===== src/rtl/signed_window_scalar_recoder_unit_defines.svh =====
// ---------------------------------------------------------------------------
// signed window scalar recoder assertion macros
// shared concurrent assertion forms; each expects clk and rst_n in scope
// ---------------------------------------------------------------------------
`ifndef SIGNED_WINDOW_SCALAR_RECODER_UNIT_DEFINES_SVH
`define SIGNED_WINDOW_SCALAR_RECODER_UNIT_DEFINES_SVH

// same-cycle implication
`define SWR_ASSERT_NOW(label, ante, cons, msg) \
  label: assert property (@(posedge clk) disable iff (!rst_n) (ante) |-> (cons)) \
    else $error(msg);

// next-cycle implication
`define SWR_ASSERT_NEXT(label, ante, cons, msg) \
  label: assert property (@(posedge clk) disable iff (!rst_n) (ante) |=> (cons)) \
    else $error(msg);

`endif


===== src/rtl/swr_pkg.sv =====
// ---------------------------------------------------------------------------
// swr_pkg
// shared constants and types of the signed window scalar recoder
// ---------------------------------------------------------------------------
package swr_pkg;

  // scalar framing
  localparam int SCALAR_BYTES = 32;
  localparam int BYTE_CNT_W   = (SCALAR_BYTES > 1) ? $clog2(SCALAR_BYTES) : 1;
  localparam int BYTE_BITS    = 8;

  // recoding datapath
  localparam int BUF_W      = 23;
  localparam int HELD_W     = 5;
  localparam int DIGIT_W    = 16;
  localparam int WIN_W      = 5;
  localparam int MAX_DIGITS = 4;
  localparam int CNT_W      = $clog2(MAX_DIGITS + 1);

  // window width limits
  localparam logic [WIN_W-1:0] W_MIN   = 5'd2;
  localparam logic [WIN_W-1:0] W_MAX   = 5'd16;
  localparam logic [WIN_W-1:0] W_RESET = 5'd4;

  // byte queue between front and back
  localparam int QUEUE_DEPTH = 4;
  localparam int Q_PTR_W     = $clog2(QUEUE_DEPTH);

  // one queued byte and its end-of-scalar mark
  typedef struct packed {
    logic [BYTE_BITS-1:0] data;
    logic                 last;
  } q_item_t;

  // active window setting
  typedef struct packed {
    logic [WIN_W-1:0]   width;
    logic [DIGIT_W-1:0] mask;
  } win_cfg_t;

endpackage


===== src/rtl/swr_queue.sv =====
// ---------------------------------------------------------------------------
// swr_queue
// small byte queue that decouples the front from the recoding back end
// ---------------------------------------------------------------------------
module swr_queue (
  input  logic             clk,
  input  logic             rst_n,
  input  logic             clr,
  input  logic             push,
  input  swr_pkg::q_item_t push_item,
  output logic             full,
  input  logic             pop,
  output logic             head_valid,
  output swr_pkg::q_item_t head_item
);
  import swr_pkg::*;

  q_item_t              entry_r [QUEUE_DEPTH];
  logic [Q_PTR_W-1:0]   wr_ptr_r, wr_ptr_nxt;
  logic [Q_PTR_W-1:0]   rd_ptr_r, rd_ptr_nxt;
  logic [Q_PTR_W:0]     count_r, count_nxt;
  logic                 do_push, do_pop;

  // status
  assign full       = (count_r == (Q_PTR_W+1)'(QUEUE_DEPTH));
  assign head_valid = (count_r != '0);
  assign head_item  = entry_r[rd_ptr_r];

  assign do_push = push && !full;
  assign do_pop  = pop && head_valid;

  // pointer and count update
  always_comb begin
    wr_ptr_nxt = wr_ptr_r + Q_PTR_W'(do_push);
    rd_ptr_nxt = rd_ptr_r + Q_PTR_W'(do_pop);
    count_nxt  = count_r + (Q_PTR_W+1)'(do_push) - (Q_PTR_W+1)'(do_pop);
  end

  always_ff @(posedge clk) begin
    if (!rst_n || clr) begin
      wr_ptr_r <= '0;
      rd_ptr_r <= '0;
      count_r  <= '0;
    end else begin
      wr_ptr_r <= wr_ptr_nxt;
      rd_ptr_r <= rd_ptr_nxt;
      count_r  <= count_nxt;
    end
  end

  // entry storage
  always_ff @(posedge clk) begin
    if (do_push) begin
      entry_r[wr_ptr_r] <= push_item;
    end
  end

endmodule


===== src/rtl/swr_front.sv =====
// ---------------------------------------------------------------------------
// swr_front
// accepts scalar bytes, counts them and marks the final byte of each scalar
// ---------------------------------------------------------------------------
module swr_front (
  input  logic                            clk,
  input  logic                            rst_n,
  input  logic                            clr,
  input  logic                            in_valid,
  output logic                            in_stall,
  input  logic [swr_pkg::BYTE_BITS-1:0]   in_scalar_byte,
  input  logic                            q_full,
  output logic                            q_push,
  output swr_pkg::q_item_t                q_item
);
  import swr_pkg::*;

  logic [BYTE_CNT_W-1:0] bytes_taken_r, bytes_taken_nxt;
  logic                  is_last;

  // accept while the queue has room
  assign in_stall = q_full;
  assign q_push   = in_valid && !q_full;

  // classify the transaction
  assign is_last        = (bytes_taken_r == BYTE_CNT_W'(SCALAR_BYTES - 1));
  assign q_item.data    = in_scalar_byte;
  assign q_item.last    = is_last;

  always_comb begin
    bytes_taken_nxt = bytes_taken_r;
    if (q_push) begin
      bytes_taken_nxt = is_last ? '0 : bytes_taken_r + BYTE_CNT_W'(1);
    end
  end

  always_ff @(posedge clk) begin
    if (!rst_n || clr) begin
      bytes_taken_r <= '0;
    end else begin
      bytes_taken_r <= bytes_taken_nxt;
    end
  end

endmodule


===== src/rtl/swr_back.sv =====
// ---------------------------------------------------------------------------
// swr_back
// bit buffer and recoding engine, one signed digit at a time into the output
// register, held while out_stall keeps a waiting digit in that register
// ---------------------------------------------------------------------------
module swr_back (
  input  logic                                clk,
  input  logic                                rst_n,
  input  logic                                clr,
  input  swr_pkg::win_cfg_t                   win,
  input  logic                                q_valid,
  input  swr_pkg::q_item_t                    q_head,
  output logic                                q_pop,
  output logic                                out_valid,
  input  logic                                out_stall,
  output logic signed [swr_pkg::DIGIT_W-1:0]  out_signed_digit,
  output logic                                out_last_digit
);
  import swr_pkg::*;

  // stream state
  logic [BUF_W-1:0]   bitbuf_r, bitbuf_nxt;
  logic [HELD_W-1:0]  held_r, held_nxt;
  logic               carry_r, carry_nxt;
  logic [CNT_W-1:0]   cnt_r, cnt_nxt;
  logic               last_r, last_nxt;
  logic               busy_r, busy_nxt;

  // output register
  logic               out_valid_r;
  logic [DIGIT_W-1:0] out_digit_r;
  logic               out_last_r;

  logic               has_full, has_part, emit, can_emit, blocked;
  logic               more, done, flag, free;
  logic [DIGIT_W-1:0] chunk, val, digit;
  logic [DIGIT_W:0]   sum;
  logic [3:0]         top_idx;
  logic               sign_bit, ovf, carry_new;
  logic [HELD_W-1:0]  rem_held;
  logic [BUF_W-1:0]   shifted, merged;
  logic [CNT_W-1:0]   cnt_inc;
  logic [BUF_W-1:0]   post_buf;
  logic [HELD_W-1:0]  post_held;
  logic               post_carry;
  logic [CNT_W-1:0]   post_cnt;
  logic               digit_ok, idle_ok, last_fire;

  // what the current byte still owes
  assign has_full = busy_r && (held_r >= win.width) && (cnt_r < CNT_W'(MAX_DIGITS));
  assign has_part = busy_r && !has_full && last_r && (held_r != '0)
                    && (cnt_r < CNT_W'(MAX_DIGITS));
  assign emit     = has_full || has_part;
  assign can_emit = !out_valid_r || !out_stall;
  assign blocked  = emit && !can_emit;

  // recode the low chunk with the pending carry
  assign chunk     = bitbuf_r[DIGIT_W-1:0] & win.mask;
  assign sum       = {1'b0, chunk} + {{DIGIT_W{1'b0}}, carry_r};
  assign val       = sum[DIGIT_W-1:0] & win.mask;
  assign top_idx   = 4'(win.width - 5'd1);
  assign sign_bit  = val[top_idx];
  assign ovf       = sum[win.width];
  assign digit     = val | (sign_bit ? ~win.mask : '0);
  assign carry_new = ovf || sign_bit;

  // state after a full digit
  assign rem_held = held_r - win.width;
  assign shifted  = bitbuf_r >> win.width;
  assign cnt_inc  = cnt_r + CNT_W'(1);

  // another digit follows from this byte
  assign more = has_full && (cnt_inc < CNT_W'(MAX_DIGITS))
                && ((rem_held >= win.width) || (last_r && (rem_held != '0)));
  assign done = busy_r && !blocked && !more;
  assign flag = last_r && !more;
  assign free = !busy_r || done;
  assign q_pop = free && q_valid;

  // state once this cycle's digit is out
  always_comb begin
    post_buf   = bitbuf_r;
    post_held  = held_r;
    post_carry = carry_r;
    post_cnt   = cnt_r;
    if (has_full && !blocked) begin
      post_buf   = shifted;
      post_held  = rem_held;
      post_carry = carry_new;
      post_cnt   = cnt_inc;
    end
    if (done && last_r) begin
      post_buf   = '0;
      post_held  = '0;
      post_carry = 1'b0;
    end
  end

  // fold the next byte in above the held bits
  assign merged = post_buf | (BUF_W'(q_head.data) << post_held[3:0]);

  always_comb begin
    bitbuf_nxt = post_buf;
    held_nxt   = post_held;
    carry_nxt  = post_carry;
    cnt_nxt    = post_cnt;
    last_nxt   = last_r;
    busy_nxt   = busy_r && !done;
    if (q_pop) begin
      bitbuf_nxt = merged;
      held_nxt   = post_held + HELD_W'(BYTE_BITS);
      cnt_nxt    = '0;
      last_nxt   = q_head.last;
      busy_nxt   = 1'b1;
    end
  end

  always_ff @(posedge clk) begin
    if (!rst_n || clr) begin
      bitbuf_r <= '0;
      held_r   <= '0;
      carry_r  <= 1'b0;
      cnt_r    <= '0;
      last_r   <= 1'b0;
      busy_r   <= 1'b0;
    end else begin
      bitbuf_r <= bitbuf_nxt;
      held_r   <= held_nxt;
      carry_r  <= carry_nxt;
      cnt_r    <= cnt_nxt;
      last_r   <= last_nxt;
      busy_r   <= busy_nxt;
    end
  end

  // output register
  always_ff @(posedge clk) begin
    if (!rst_n) begin
      out_valid_r <= 1'b0;
    end else if (emit && can_emit) begin
      out_valid_r <= 1'b1;
    end else if (!out_stall) begin
      out_valid_r <= 1'b0;
    end
  end

  always_ff @(posedge clk) begin
    if (emit && can_emit) begin
      out_digit_r <= digit;
      out_last_r  <= flag;
    end
  end

  assign out_valid        = out_valid_r;
  assign out_signed_digit = out_digit_r;
  assign out_last_digit   = out_last_r;

  // checks
  assign digit_ok  = ((out_digit_r | win.mask) == '1) || ((out_digit_r & ~win.mask) == '0);
  assign idle_ok   = (held_r < win.width);
  assign last_fire = emit && can_emit && flag;

`include "signed_window_scalar_recoder_unit_defines.svh"

  `SWR_ASSERT_NOW(a_digit_in_window, out_valid_r, digit_ok, "digit outside signed window")
  `SWR_ASSERT_NOW(a_idle_below_width, !busy_r, idle_ok, "full chunk left in idle buffer")
  `SWR_ASSERT_NEXT(a_carry_clear_after_last, last_fire, !carry_r, "carry survived end of scalar")

endmodule


===== src/rtl/signed_window_scalar_recoder_unit.sv =====
// ---------------------------------------------------------------------------
// signed_window_scalar_recoder_unit
// signed fixed-window recoding of a byte-serial scalar into signed digits
// ---------------------------------------------------------------------------
// A scalar of SCALAR_BYTES bytes (32) enters least significant byte first,
// one byte per input transaction; out come ceil(8*SCALAR_BYTES/w) signed
// digits in -2^(w-1)..2^(w-1)-1, least significant first, the final one
// flagged by out_last_digit and the final carry dropped. The window width w
// is written through cfg_window_bits (values below 2 act as 2, above 16 as
// 16); a write also restarts the scalar and is taken in the same cycle,
// cfg_ready being always high. Bytes pass through a four-entry queue into
// the recoding engine, which emits a byte's digits one after another and
// pulls the next byte during the cycle of a byte's last digit, or during
// the cycle in which it handles a byte that yields no digit. A digit that
// cannot enter the output register while out_stall holds a valid digit
// stalls the engine. No clearing pass after reset.
// ---------------------------------------------------------------------------
module signed_window_scalar_recoder_unit (
  input  logic                                clk,
  input  logic                                rst_n,
  input  logic                                in_valid,
  output logic                                in_stall,
  input  logic [swr_pkg::BYTE_BITS-1:0]       in_scalar_byte,
  output logic                                out_valid,
  input  logic                                out_stall,
  output logic signed [swr_pkg::DIGIT_W-1:0]  out_signed_digit,
  output logic                                out_last_digit,
  input  logic                                cfg_valid,
  output logic                                cfg_ready,
  input  logic [swr_pkg::WIN_W-1:0]           cfg_window_bits
);
  import swr_pkg::*;

  win_cfg_t         win_r, win_nxt;
  logic             cfg_wr;
  logic [WIN_W-1:0] w_eff;
  logic             q_full, q_push, q_pop, q_valid;
  q_item_t          q_in, q_head;

  // window register, clamped on write
  assign cfg_ready = 1'b1;
  assign cfg_wr    = cfg_valid && cfg_ready;

  always_comb begin
    if (cfg_window_bits < W_MIN) begin
      w_eff = W_MIN;
    end else if (cfg_window_bits > W_MAX) begin
      w_eff = W_MAX;
    end else begin
      w_eff = cfg_window_bits;
    end
    win_nxt.width = w_eff;
    win_nxt.mask  = ~({DIGIT_W{1'b1}} << w_eff);
  end

  always_ff @(posedge clk) begin
    if (!rst_n) begin
      win_r.width <= W_RESET;
      win_r.mask  <= ~({DIGIT_W{1'b1}} << W_RESET);
    end else if (cfg_wr) begin
      win_r <= win_nxt;
    end
  end

  // byte intake and classification
  swr_front u_front (
    .clk            (clk),
    .rst_n          (rst_n),
    .clr            (cfg_wr),
    .in_valid       (in_valid),
    .in_stall       (in_stall),
    .in_scalar_byte (in_scalar_byte),
    .q_full         (q_full),
    .q_push         (q_push),
    .q_item         (q_in)
  );

  // decoupling queue
  swr_queue u_queue (
    .clk        (clk),
    .rst_n      (rst_n),
    .clr        (cfg_wr),
    .push       (q_push),
    .push_item  (q_in),
    .full       (q_full),
    .pop        (q_pop),
    .head_valid (q_valid),
    .head_item  (q_head)
  );

  // recoding engine and output register
  swr_back u_back (
    .clk              (clk),
    .rst_n            (rst_n),
    .clr              (cfg_wr),
    .win              (win_r),
    .q_valid          (q_valid),
    .q_head           (q_head),
    .q_pop            (q_pop),
    .out_valid        (out_valid),
    .out_stall        (out_stall),
    .out_signed_digit (out_signed_digit),
    .out_last_digit   (out_last_digit)
  );

endmodule

===== config.mk =====
export PLATFORM = sky130hd
export DESIGN_NAME = signed_window_scalar_recoder_unit
export DESIGN_NICKNAME = d
export VERILOG_FILES = /design/src/rtl/swr_pkg.sv /design/src/rtl/swr_queue.sv /design/src/rtl/swr_front.sv /design/src/rtl/swr_back.sv /design/src/rtl/signed_window_scalar_recoder_unit.sv
export VERILOG_INCLUDE_DIRS = /design/src /design/src/rtl
export SDC_FILE = /design/constraint.sdc
export NUM_CORES = 1
export LEC_CHECK = 0
export BUFFER_PORTS_ARGS = -buffer_cell sky130_fd_sc_hd__buf_2
export CELL_PAD_IN_SITES_DETAIL_PLACEMENT = 1
export CELL_PAD_IN_SITES_GLOBAL_PLACEMENT = 2
export CORE_MARGIN = 8
export CORE_UTILIZATION = 41
export CTS_BUF_LIST = sky130_fd_sc_hd__clkbuf_4
export DETAILED_ROUTE_END_ITERATION = 16
export PLACE_DENSITY_LB_ADDON = 0.08
export SLEW_MARGIN = 10
export SYNTH_ARGS = -nofsm -noshare
export SYNTH_HDL_FRONTEND = slang
export SYNTH_SLANG_ARGS = --single-unit

===== constraint.sdc =====
create_clock -name clk -period 6.62 [get_ports clk]
set_input_delay 1.324 -clock clk [delete_from_list [all_inputs] [get_ports clk]]
set_output_delay 1.324 -clock clk [all_outputs]
set_load 0.01 [all_outputs]

==> impl_summary.log <==
[metrics] CTS tree: yes
[metrics] simple-gate portion of the synthesized area: between 10% and 20%
[metrics] RR Startpoint: win_r[18]
[metrics] grt ovf: 0
[metrics] Num CTS Buffers: 17
[metrics] Synth Area in XOR/XNOR: about 3.5%
[metrics] most frequent standard cell in the layout excluding fill and tap cells: sky130_fd_sc_hd__nand2_1
[metrics] average footprint of a synthesized cell: approximately 9.4 µm²
[metrics] type of element launching the critical path: flop
[metrics] Post-CTS Setup Inserts: 0
[metrics] Core Footprint: between 0.015 and 0.02 mm²
[metrics] via count of the first global-routing pass: roughly 7000
[metrics] first-pass GRT wire length: just under 40000 µm
[metrics] vias per cell: 6.24
[metrics] First-pass DRT Iterations: 5
[metrics] combinational family with the most area after synthesis: compound AO/OA/AOI/OAI gates
[metrics] vertical die dimension: roughly 150 µm
[metrics] minimum period implied by the final worst setup slack: between 5 and 6 ns
[metrics] power density of the placed cells: 265 mW/mm²
[metrics] number of nets produced by synthesis: around 860
[metrics] full die area: approximately 0.024 mm²
[metrics] CP max FO: 25
[metrics] starting density of the core: a little over two fifths
[metrics] post-synth design cell area: a little under 0.008 mm²
[metrics] critical path required time: 7.00 ns
[metrics] number of nets in the final layout: 875
[metrics] antenna violations before repair: 0
[metrics] number of sinks driven by the clock tree: 120
[metrics] Core Rows: 50
[metrics] share of cells above drive strength 1: about 16%
[metrics] detailed router's first-iteration violation count: around 510
[metrics] count of max-cap constraint violations: 0
[metrics] multiplexer share of the synthesized area: about an eighth
[metrics] Hold Crit Depth: 2
[metrics] slew at the pin closest to its max-slew limit: just under 0.9 ns
[metrics] clock input transition at the sequential cells of the worst setup and hold paths: between 0.1 and 0.15 ns
[metrics] count of input and output buffers: 36
[metrics] final instance count without filler cells: ~1100
[metrics] Tightest Hold Check Type: flop to flop
[metrics] data arrival time of the worst path: roughly 5.5 ns
[metrics] final worst clock skew: approximately 0.024 ns
[metrics] Worst Reg2Reg Path Length in Cells: 13
[metrics] total power draw: between 2 and 2.5 mW
[metrics] worst-case headroom to the max-slew limit: 41.5%
[metrics] number of different library cells in the post-synthesis netlist: slightly above 80
[metrics] flip-flop and latch count after synthesis: 120
[metrics] cells resized by post-CTS repair: 0
[metrics] dpl hpwl: between 15000 and 20000 µm
[metrics] cell count after placement: between 1000 and 1500
[metrics] final hold slack: about 0.48 ns
[metrics] master cell of the clock root buffer: sky130_fd_sc_hd__clkbuf_4
[metrics] max frequency: a little under 0.2 GHz
[metrics] Routed Wire Length: roughly 25000 µm
[metrics] Yosys warnings: 0
[metrics] Hold Crit Start: u_front.bytes_taken_r[4]
[metrics] commonest cells after routing, fill and taps aside: sky130_fd_sc_hd__nand2_1, sky130_fd_sc_hd__dfxtp_1, sky130_fd_sc_hd__nor2_1, sky130_fd_sc_hd__a21oi_1, sky130_fd_sc_hd__edfxtp_1
[metrics] outcome: finished clean
[metrics] width of the chip: ~150 µm
[metrics] launch point of the worst path: win_r[18]
[metrics] via count: just under 7000
[metrics] dominant synthesized flop cell: sky130_fd_sc_hd__dfxtp_1
[metrics] synthesized netlist cell count: about 830
[metrics] sequential element share of the synthesized area: a little under two fifths
[metrics] hold violation total from the final report: 0
[metrics] setup repair after global routing missed its margin: false
[metrics] static leakage: 2.93 nW
[metrics] IO Pins: 38
[metrics] global routing usage summed across all routing layers: between 20% and 30%
[metrics] Clk Latency, worst-skew pair: between 0.5 and 0.6 ns
[metrics] routability congestion estimate: around 0.88
[metrics] final-layout setup total negative slack: 0 ns
[metrics] peak ir drop on the vdd network: ~180 µV
[metrics] final number of setup-violating endpoints: 0
[metrics] final max-slew violation count: 0
[metrics] period utilization: around 80%
[metrics] fin util: between 40% and 50%
[metrics] number of nets still failing antenna checks after routing: 0
[metrics] largest net degree at the start of global routing: slightly below 50
[metrics] largest buffer count on any clock path: 2
[metrics] type of the worst setup path: flop to flop
[metrics] H-Tree Depth: 4
[metrics] WL per Instance: around 23 µm
[metrics] number of buffers added to fix hold violations after cts: 0
[metrics] signed area change from the synthesized netlist to the final layout: 7.73%
[metrics] DRC: 0
[metrics] number of enable flip-flop cells after synthesis: 53
[metrics] crit end category: flop
[metrics] adder-cell share of the synthesized area: under 10%
[metrics] complex-gate fraction of the synthesized area: between 20 and 25%
[metrics] fraction of synthesis flops using an asynchronous set or reset pin: 0%
==> layer usage <==
| layer | vias up | GRT usage, % | routed length, µm |
|---|---|---|---|
| met5 | - | 0 | 0 |
| met3 | 37 | 3.45 | 1140 |
| met1 | 3381 | 27.1 | 11100 |
| met2 | 176 | 34.8 | 12200 |
| li1 | 3176 | - | - |
| met4 | 0 | 7.33 | 535 |
==> registers in the layout (all words and copies together), names as in the netlist <==
register	count
u_back.bitbuf_r	23
u_back.busy_r	1
u_back.carry_r	1
u_back.cnt_r	3
u_back.held_r	5
u_back.last_r	1
u_back.out_last_digit	1
u_back.out_signed_digit	16
u_back.out_valid	1
u_front.bytes_taken_r	5
u_queue.count_r	3
u_queue.entry_r	36
u_queue.rd_ptr_r	2
u_queue.wr_ptr_r	2
win_r	20
==> synth_stat cells, drive strengths merged (10+ instances only) <==
master / n / area, µm²
a22oi: 10 / 75.1
edfxtp: 53 / 1590
dfxtp: 67 / 1340
o211ai: 12 / 105
ha: 18 / 225
a31oi: 16 / 100
nor3: 25 / 125
buf: 24 / 133
nor2: 64 / 240
mux4: 26 / 586
inv: 23 / 86.3
nand4: 12 / 75.1
o21ai: 32 / 160
nand3: 36 / 180
a21oi: 58 / 298
clkbuf: 32 / 121
and2: 11 / 68.8
xor2: 19 / 166
xnor2: 12 / 105
nand2: 92 / 348
mux2i: 33 / 330
a211oi: 14 / 110
==> worst max-delay path: stages, from the launching register on <==
cell                       delay [ns]
sky130_fd_sc_hd__dfxtp_1         0.81
sky130_fd_sc_hd__inv_2           0.42
sky130_fd_sc_hd__ha_1            0.50
sky130_fd_sc_hd__nor2_1          0.07
sky130_fd_sc_hd__a21oi_1         0.15
sky130_fd_sc_hd__xor2_1          0.48
sky130_fd_sc_hd__ha_1            0.34
sky130_fd_sc_hd__o211ai_1        0.10
sky130_fd_sc_hd__o21ai_0         0.23
sky130_fd_sc_hd__nor4_4          0.30
sky130_fd_sc_hd__o311a_1         0.73
sky130_fd_sc_hd__nor2_1          0.21
sky130_fd_sc_hd__a222oi_1        0.46
sky130_fd_sc_hd__o221ai_1        0.20
==> worst paths after layout <==
path	end	slack (ns)
setup / recovery	u_back.bitbuf_r[12]	1.46
hold / removal	u_front.bytes_taken_r[4]	0.48
setup reg to reg	u_back.bitbuf_r[12]	1.46
hold reg to reg	u_front.bytes_taken_r[4]	0.48
==> layout make-up <==
class	instances	area, µm²
fill	2121	10300
multi-input combinational	625	4530
sequential	120	2930
tap	234	293
timing repair buffer	48	270
clock inverter	15	154
clock buffer	17	128
inverter	25	93.8
antenna	1	2.50
==> cells by family after synthesis <==
group,count (synthesis)
AND/OR/NAND/NOR,279
multiplexers,68
adder cells (fa/ha/maj),20
XOR/XNOR,31
flip-flops,120
AO/OA/AOI/OAI,226
other,1
buffers and inverters,81
==> power by group <==
part | internal (mW) | leakage (nW) | switching [mW] | total, mW
clock network | 0.200 | 0.138 | 0.333 | 0.533
registers | 0.845 | 1.04 | 0.0948 | 0.940
logic | 0.287 | 1.75 | 0.469 | 0.756
==> through the flow <==
stage / setup WS [ns] / cell area (µm²)
final: 1.46 / 8400
after global routing: 1.02 / 8400
after CTS: 1.50 / 8400
after detailed placement: 1.57 / 8120
after global placement: 1.86 / 8120
after floorplan: 2.02 / 7800
Power figures use the tool's default switching activity.
